==> config.mk <==
export PLATFORM = sky130hd
export DESIGN_NAME = smc_trig
export DESIGN_NICKNAME = d
export VERILOG_FILES = /design/src/hw/rtl/smc_pkg.sv /design/src/hw/rtl/smc_cordic_cell.sv /design/src/hw/rtl/smc_trig.sv
export SDC_FILE = /design/constraint.sdc
export NUM_CORES = 2
export LEC_CHECK = 0
export BUFFER_PORTS_ARGS = -buffer_cell sky130_fd_sc_hd__buf_2
export CAP_MARGIN = 20
export CORE_UTILIZATION = 65
export CTS_CLUSTER_DIAMETER = 150
export CTS_CLUSTER_SIZE = 16
export DETAILED_ROUTE_END_ITERATION = 7
export GPL_TIMING_DRIVEN = 0
export PLACE_DENSITY = 0.79
export SYNTH_ARGS = -nofsm -noshare
export SYNTH_HDL_FRONTEND = slang
export SYNTH_SLANG_ARGS = --single-unit
export TNS_END_PERCENT = 50
==> constraint.sdc <==
create_clock -name clk -period 6.65 [get_ports clk]
set_clock_uncertainty 0.1 [all_clocks]
set_input_delay 1.33 -clock clk [delete_from_list [all_inputs] [get_ports clk]]
set_output_delay 1.33 -clock clk [all_outputs]
set_load 0.01 [all_outputs]
==> src/hw/rtl/smc_pkg.sv <==
package smc_pkg;

  localparam int CORDIC_STEPS = 16;
  localparam int CW = 34;
  localparam int TW = 20;
  localparam int TRIG_LAT = CORDIC_STEPS + 1;

  localparam logic signed [CW-1:0] CORDIC_GAIN = 34'sh026DD3B6A;

  localparam logic signed [CW-1:0] ATAN_TURN [CORDIC_STEPS] = '{
    34'sh020000000, 34'sh012E4051E, 34'sh009FB385B, 34'sh0051111D4,
    34'sh0028B0D43, 34'sh00145D7E1, 34'sh000A2F61E, 34'sh000517C55,
    34'sh00028BE53, 34'sh000145F2F, 34'sh0000A2F98, 34'sh0000517CC,
    34'sh000028BE6, 34'sh0000145F3, 34'sh00000A2FA, 34'sh00000517D
  };

  typedef logic signed [31:0] word_t;
  typedef logic signed [TW-1:0] trig_val_t;

  typedef struct packed {
    trig_val_t c;
    trig_val_t s;
  } trig_t;

  typedef struct packed {
    logic [2:0][31:0] pos;
    logic [2:0][31:0] size;
  } side_t;

  typedef enum logic [2:0] {
    REG_PROJ_SCALE_X  = 3'd0,
    REG_PROJ_SCALE_Y  = 3'd1,
    REG_PROJ_SCALE_Z  = 3'd2,
    REG_PROJ_OFFSET_X = 3'd3,
    REG_PROJ_OFFSET_Y = 3'd4,
    REG_PROJ_OFFSET_Z = 3'd5
  } reg_idx_t;

  localparam logic [1:0] COL_LAST = 2'd3;

  function automatic word_t sat32(input logic signed [64:0] v);
    if (v > 65'sd2147483647) begin
      return 32'sh7FFFFFFF;
    end else if (v < -65'sd2147483648) begin
      return 32'sh80000000;
    end else begin
      return v[31:0];
    end
  endfunction

  function automatic word_t rnd_sat16(input logic signed [63:0] v);
    logic signed [64:0] t;
    t = (65'(v) + 65'sd32768) >>> 16;
    return sat32(t);
  endfunction

endpackage

==> src/hw/rtl/smc_cordic_cell.sv <==
module smc_cordic_cell import smc_pkg::*; #(
  parameter int STEP = 0
) (
  input  logic                 clk,
  input  logic signed [CW-1:0] x_i,
  input  logic signed [CW-1:0] y_i,
  input  logic signed [CW-1:0] z_i,
  input  logic [1:0]           quad_i,
  output logic signed [CW-1:0] x_o,
  output logic signed [CW-1:0] y_o,
  output logic signed [CW-1:0] z_o,
  output logic [1:0]           quad_o
);

  logic signed [CW-1:0] dx, dy;
  logic signed [CW-1:0] x_nxt, y_nxt, z_nxt;

  assign dx = y_i >>> STEP;
  assign dy = x_i >>> STEP;

  always_comb begin
    if (z_i >= 0) begin
      x_nxt = x_i - dx;
      y_nxt = y_i + dy;
      z_nxt = z_i - ATAN_TURN[STEP];
    end else begin
      x_nxt = x_i + dx;
      y_nxt = y_i - dy;
      z_nxt = z_i + ATAN_TURN[STEP];
    end
  end

  always_ff @(posedge clk) begin
    x_o    <= x_nxt;
    y_o    <= y_nxt;
    z_o    <= z_nxt;
    quad_o <= quad_i;
  end

endmodule

==> src/hw/rtl/smc_trig.sv <==
module smc_trig import smc_pkg::*; (
  input  logic        clk,
  input  logic [15:0] angle,
  output trig_t       cs
);

  logic signed [CW-1:0] x [CORDIC_STEPS+1];
  logic signed [CW-1:0] y [CORDIC_STEPS+1];
  logic signed [CW-1:0] z [CORDIC_STEPS+1];
  logic [1:0]           q [CORDIC_STEPS+1];
  logic signed [CW-1:0] xr, yr;
  trig_val_t            c, s;
  trig_t                cs_nxt;

  assign x[0] = CORDIC_GAIN;
  assign y[0] = '0;
  assign z[0] = CW'(angle[13:0]) <<< 16;
  assign q[0] = angle[15:14];

  for (genvar i = 0; i < CORDIC_STEPS; i++) begin : g_cell
    smc_cordic_cell #(.STEP(i)) u_cell (
      .clk    (clk),
      .x_i    (x[i]),
      .y_i    (y[i]),
      .z_i    (z[i]),
      .quad_i (q[i]),
      .x_o    (x[i+1]),
      .y_o    (y[i+1]),
      .z_o    (z[i+1]),
      .quad_o (q[i+1])
    );
  end

  assign xr = (x[CORDIC_STEPS] + CW'(8192)) >>> 14;
  assign yr = (y[CORDIC_STEPS] + CW'(8192)) >>> 14;
  assign c  = xr[TW-1:0];
  assign s  = yr[TW-1:0];

  always_comb begin
    case (q[CORDIC_STEPS])
      2'd0: begin cs_nxt.c = c;  cs_nxt.s = s;  end
      2'd1: begin cs_nxt.c = -s; cs_nxt.s = c;  end
      2'd2: begin cs_nxt.c = -c; cs_nxt.s = -s; end
      default: begin cs_nxt.c = s; cs_nxt.s = -c; end
    endcase
  end

  always_ff @(posedge clk) begin
    cs <= cs_nxt;
  end

endmodule

* Yosys cells after proc, flatten, opt, wreduce, memory -nomap -nowiden
Cells that the tools add are included.
Storage, ports and cells: bits in registers 1636, input bits 17, output and inout port bits 40, word-level logic and storage cells 224
Operators by class: add/sub/neg operators 94, magnitude comparators 16, eq/ne operators 2, multiplexer cells 47, reductions and logical operators 1
Operators with widths (count):
- 34-bit 2-to-1 mux | 46
- 34-bit by 1-bit >= comparator with 1-bit output, second input constant | 15
- 40-bit one-hot mux with 3 select lines | 1
- 34-bit by 15-bit adder with 34-bit output, second input constant | 2
- 34-bit by 19-bit adder with 34-bit output | 2
- 34-bit by 20-bit adder with 34-bit output | 2
- 34-bit by 21-bit adder with 34-bit output | 2
- 34-bit by 22-bit adder with 34-bit output | 2
- 34-bit by 23-bit adder with 34-bit output | 2
- 34-bit by 24-bit adder with 34-bit output | 2
- 34-bit by 25-bit adder with 34-bit output | 2
- 34-bit by 26-bit adder with 34-bit output | 2
- 34-bit by 27-bit adder with 34-bit output | 2
- 34-bit by 28-bit adder with 34-bit output | 2
- 34-bit by 29-bit adder with 34-bit output | 2
- 34-bit by 30-bit adder with 34-bit output | 2
- 34-bit by 30-bit adder with 34-bit output, second input constant | 2
- 34-bit by 31-bit adder with 34-bit output | 2
- 34-bit by 32-bit adder with 34-bit output | 2
- 34-bit by 19-bit subtractor with 34-bit output | 2
- 34-bit by 20-bit subtractor with 34-bit output | 2
- 34-bit by 21-bit subtractor with 34-bit output | 2
- 34-bit by 22-bit subtractor with 34-bit output | 2
- 34-bit by 23-bit subtractor with 34-bit output | 2
- 45 further kinds | 56

* Depth between registers and ports, before layout
word-level depth 3, gate-level depth with buffers 23, mapped depth without buffers 20

* By module
Synthesis repeated with hierarchy kept, for this count alone.
Second synthesis, totals: cells, all modules 16835, area, all modules 138620.4 µm²
By module, submodules not included:
- smc_cordic_cell at g_cell[15].u_cell | times used 1, cells each 1116, area an instance 8961.1 µm², sequential area each 2082.0 µm²
- smc_cordic_cell at g_cell[1].u_cell | times used 1, cells each 1070, area an instance 8816.0 µm², sequential area each 2082.0 µm²
- smc_cordic_cell at g_cell[2].u_cell | times used 1, cells each 1053, area an instance 8740.9 µm², sequential area each 2082.0 µm²
- smc_cordic_cell at g_cell[6].u_cell | times used 1, cells each 1082, area an instance 8647.0 µm², sequential area each 2082.0 µm²
- smc_cordic_cell at g_cell[9].u_cell | times used 1, cells each 1030, area an instance 8548.2 µm², sequential area each 2082.0 µm²
- smc_cordic_cell at g_cell[5].u_cell | times used 1, cells each 1008, area an instance 8478.1 µm², sequential area each 2082.0 µm²
- smc_cordic_cell at g_cell[4].u_cell | times used 1, cells each 1018, area an instance 8463.1 µm², sequential area each 2082.0 µm²
- smc_cordic_cell at g_cell[13].u_cell | times used 1, cells each 1020, area an instance 8450.6 µm², sequential area each 2082.0 µm²
- smc_cordic_cell at g_cell[8].u_cell | times used 1, cells each 998, area an instance 8334.2 µm², sequential area each 2082.0 µm²
- smc_cordic_cell at g_cell[12].u_cell | times used 1, cells each 1019, area an instance 8323.0 µm², sequential area each 2082.0 µm²
- smc_cordic_cell at g_cell[7].u_cell | times used 1, cells each 995, area an instance 8239.2 µm², sequential area each 2082.0 µm²
- smc_cordic_cell at g_cell[10].u_cell | times used 1, cells each 985, area an instance 8225.4 µm², sequential area each 2082.0 µm²
- smc_cordic_cell at g_cell[3].u_cell | times used 1, cells each 989, area an instance 8224.1 µm², sequential area each 2082.0 µm²
- smc_cordic_cell at g_cell[11].u_cell | times used 1, cells each 958, area an instance 8121.5 µm², sequential area each 2082.0 µm²
- 3 more rows

* Worst setup path before layout
OpenSTA, ideal clock, no wires.
path kind reg-to-reg, start point register g_cell[9].u_cell.z_o[33], end point register g_cell[10].u_cell.x_o[32], setup time 0.072 ns, arrival 4.956 ns, required time 6.478 ns, path slack 1.522 ns, stages on the path, launching flop included 23, path buffers 2, period minus slack after synthesis 5.128 ns, path through dfxtp_1 -> inv_1 -> ha_1 -> nor4b_1 -> nand4_1 -> nor2_1 -> nor2_1 -> inv_1 -> clkbuf_1 -> clkbuf_1 -> nor2_1 -> xnor2_1 -> ha_1 -> nor2b_1 -> o21ai_0 -> a21oi_1 -> a2111oi_0 -> nor3_1 -> o41a_1 -> a2111oi_0 -> o21bai_1 -> a21oi_1 -> xnor2_1
Between the ends: word-level cells in the longest chain between the ends 2
Ends and longest elaborated chain:
- from (decl) | RTL line smc_cordic_cell.sv:11 | output logic signed [CW-1:0] z_o,
- from (signal assigned) | RTL line smc_cordic_cell.sv:36 | z_o <= z_nxt;
- 34-bit by 1-bit >= comparator with 1-bit output | RTL line smc_cordic_cell.sv:22 | if (z_i >= 0) begin
- 34-bit 2-to-1 mux | RTL line smc_cordic_cell.sv:22
- named net g_cell[10].u_cell.x_nxt[32] | RTL line smc_cordic_cell.sv:16 | logic signed [CW-1:0] x_nxt, y_nxt, z_nxt;
- to (signal assigned) | RTL line smc_cordic_cell.sv:34 | x_o <= x_nxt;
- to (decl) | RTL line smc_cordic_cell.sv:9 | output logic signed [CW-1:0] x_o,
The timed path passes the listed nets, and every way through them passes these cells.

* Worst setup path in the final report
start point register g_cell[3].u_cell.z_o[33], end point register g_cell[4].u_cell.y_o[23]
Between the ends: word-level cells in the longest chain between the ends 2
Ends and longest elaborated chain:
- from (decl) | RTL line smc_cordic_cell.sv:11
- from (signal assigned) | RTL line smc_cordic_cell.sv:36
- 34-bit by 1-bit >= comparator with 1-bit output | RTL line smc_cordic_cell.sv:22
- 34-bit 2-to-1 mux | RTL line smc_cordic_cell.sv:22
- named net g_cell[4].u_cell.y_nxt[23] | RTL line smc_cordic_cell.sv:16
- to (signal assigned) | RTL line smc_cordic_cell.sv:35 | y_o <= y_nxt;
- to (decl) | RTL line smc_cordic_cell.sv:10 | output logic signed [CW-1:0] y_o,
The timed path passes the listed nets, and every way through them passes these cells.

==> impl_results.md <==
* Clk_lat worst skew at 760 ps
* Mapped Nets at 13930
* Violated checks: design-rule violations
* Most frequent cells in the layout: dfxtp_1 (1426), ha_1 (1319), xnor2_1 (1110)
* Post-synth EDFFs at 0
* Clock slew at reported path FFs at 70 ps
* Die ar. at 164300 um2
* Final setup fails at 0
* Crit start category: flip-flop
* Worst stage delay on the critical path at 850 ps
* Row count at 147
* DIE WIDTH at 405.3 um
* Clock tree buffer depth at 3
* Total DRC errors in the routed layout at 1
* Largest family of logic cells by synthesized area: compound AO/OA/AOI/OAI gates
* Root Buffer: clkbuf_16
* Grt total ovfl at 0
* Final Critical Period at 6389 ps
* Critical Path RT at 7170 ps
* Final cell count without fillers at 14900
* Hold Path Class: flip-flop to flip-flop
* Async SR Flop Fraction at 0%
* IO Port Bufs at 56
* Worst Path Max Fanout at 11
* Final nets at 14100
* Yosys cell types at 85
* Gate count after technology mapping at 12560
* Fmax at 156.5 MHz
* Worst path cell trace: clkbuf_1 > clkbuf_1 > clkbuf_1 > o21ai_0 > ha_1 > a21o_1 > a21oi_1 > o21ai_0 > a2111oi_0 > o21ai_0 > a21boi_0 > o21bai_1 > a2111oi_0 > nor3_1 > xor2_1
* Synth Area in Compound Gates at 23.28%
* Status: finished, violations left
* Vias per inst at 6.349
* CP max stage cell: dfxtp_1
* Hpwl dp at 237900 um
* CTS Sinks at 1426
* I/O pin count at 57
* Final max-slew violation count at 0
* DR pass1 iterations at 8
* ANT nets after route at 0
* TritonCTS buffer count at 99
* Crit end category: flip-flop
* Area delta synth->final at 5.548%
* Vias in the first global route at 90140
* Mapped Area at 105700 um2
* GP Congestion at 1.021
* H-tree depth at 3
* Detailed Route Iter0 Violations at 8603
* Hold Path Origin: g_cell[12].u_cell.quad_o[1]$_DFF_P_
* Setup Buffers After CTS at 0
* Largest net degree at the start of global routing at 33
* RSZ-0062 raised after global routing: yes
* Flops & latches, synth at 1426
* Avg Inst Size Synth at 8.419 um2
* Crit Path Category: flip-flop to flip-flop
* Worst slew margin at 18.54%
* Synth Area in Simple Gates at 16.06%
* Xor and xnor area share after synthesis at 14.26%
* Ys Warns at 0
* Dpl ws at -79.21 ps
* Adder-cell share of the synthesized area at 16.25%
* Most used DFF post-synth: dfxtp_1
* Initial antenna violation count at 2
* Mux contribution to synthesized area at 0.5539%
* CTS tree: yes
* Drt wl/cell at 19.94 um
* Drt total wl at 297100 um
* Final hold vios at 0
* Core area at 160900 um2
* Setup WS post-layout at 261.1 ps
* Post-synthesis sequential area ratio at 27.00%
* First-pass GRT wire length at 469900 um
* Vias at 94590
* Height of the die at 405.3 um
* Fin crit share at 96.07%
* Worst-Margin Slew at 1220 ps
* Initial core utilization at 65.69%
* Commonest non-fill, non-tap cell in the layout: dfxtp_1
* Placed Instances at 14790
* Worst Path Arrival at 6910 ps
* Gr usage total at 34.93%
* Maxcap violations at 0
* RR Startpoint: g_cell[3].u_cell.z_o[33]$_DFF_P_
* Crit. Startpoint: g_cell[3].u_cell.z_o[33]$_DFF_P_
* Share of cells above drive strength 1 at 2.740%
==> layout make-up <==
| type | instances | area [um2] |
|---|---|---|
| diodes | 2 | 5.005 |
| clock inverters | 6 | 78.83 |
| multi-input cells | 10400 | 74460 |
| well taps | 2160 | 2703 |
| inverters | 523 | 1963 |
| flip-flops and latches | 1426 | 28550 |
| fillers | 13190 | 49350 |
| clock buffers | 100 | 2502 |
| repair buffers | 71 | 525.5 |
| plain buffers | 208 | 802.0 |
==> final timing paths <==
path / to / slack (ps) / depth (start not counted)
max: g_cell[4].u_cell.y_o[23]$_DFF_P_ / 260 / 15
min reg2reg: g_cell[13].u_cell.quad_o[1]$_DFF_P_ / 230 / 0
min: g_cell[13].u_cell.quad_o[1]$_DFF_P_ / 230 / 0
max reg2reg: g_cell[4].u_cell.y_o[23]$_DFF_P_ / 260 / 15
==> cell families (layout without fill, tap and decap cells) <==
family,count (synthesis),count (layout)
DFF,1426,1426
muxes,57,57
other,0,2
and+or+nand+nor,3439,3439
AOI/OAI and AO/OA,3831,3831
adders and majority gates,1353,1353
buffers and inverters,731,908
xor gates and xnor gates,1721,1721
==> state kept, by name, summed over array words and instances (netlist names) <==
signal and count:
g_cell.u_cell.z_o 428, g_cell.u_cell.y_o 462, g_cell.u_cell.quad_o 32, g_cell.u_cell.x_o 464
cs 40
==> metrics by stage <==
| step | area (um2) | TNS [ps] | utilization (%) | hold slack (ps) |
|---|---|---|---|---|
| after global routing | 111600 | -34.72 | 69.33 | 227.1 |
| after floorplan | 105700 | 0 | - | 209.6 |
| after detailed placement | 108900 | -103.6 | 67.69 | 212.8 |
| after global placement | 108700 | -11280 | 67.55 | 209.6 |
| after CTS | 111500 | 0 | 69.29 | 223.8 |
| final | 111600 | 0 | 69.34 | 226.1 |
==> synthesized netlist by cell type (24+ instances only) <==
cell | count | share of area [%]
a211o_1 | 37 | 0.31
a221oi_1 | 43 | 0.36
and3_1 | 116 | 0.69
o21a_1 | 180 | 1.3
o31ai_1 | 203 | 1.4
nand2_1 | 797 | 2.8
mux2i_1 | 45 | 0.43
a211oi_1 | 96 | 0.68
a21oi_1 | 1060 | 5.0
nor3_1 | 301 | 1.4
o211ai_1 | 66 | 0.47
o2111ai_1 | 32 | 0.27
nor2b_1 | 176 | 1.0
a2111oi_0 | 37 | 0.31
dfxtp_1 | 1426 | 27
o21ai_0 | 843 | 4.0
ha_1 | 1319 | 16
nand3_1 | 259 | 1.2
or2_2 | 69 | 0.41
xnor2_1 | 1110 | 9.2
inv_1 | 518 | 1.8
a21boi_0 | 65 | 0.46
clkbuf_1 | 187 | 0.66
xor2_1 | 611 | 5.1
o21bai_1 | 163 | 1.2
o31a_1 | 24 | 0.20
nand2b_1 | 174 | 1.0
and4_1 | 30 | 0.25
or4_1 | 91 | 0.65
a31o_2 | 37 | 0.31
nand4_1 | 112 | 0.66
and2_1 | 81 | 0.48
a21o_1 | 522 | 3.7
o311ai_0 | 34 | 0.28
or3_1 | 139 | 0.82
a31oi_1 | 113 | 0.67
o41ai_1 | 87 | 0.72
nor4_1 | 118 | 0.70
nor2_1 | 889 | 3.2
fa_1 | 34 | 0.64
==> per-layer routing <==
layer	wire length [um]	up-vias	track usage [%]
met5	11	-	0
met4	13000	2	14.17
met3	20890	673	5.549
met2	137500	3475	59.22
met1	125700	44430	43.99
li1	-	46000	-
==> repair_timing <==
item	in CTS	in global routing
hold buffers	0	0
gates resized for setup	2	13
setup endpoints to repair	2	18
==> worst max-delay path: cells and delay by family (launching register included) <==
kind                     cells  cell delay [ps]
flip-flops                   1              850
AND/OR/NAND/NOR              1              140
XOR/XNOR                     1              170
adder cells (fa/ha/maj)      1              340
buffers and inverters        3             1500
AO/OA/AOI/OAI                9             3140
Power is not shown: default switching activity piles up to over one toggle a cycle in this logic, so the estimate is an artifact.
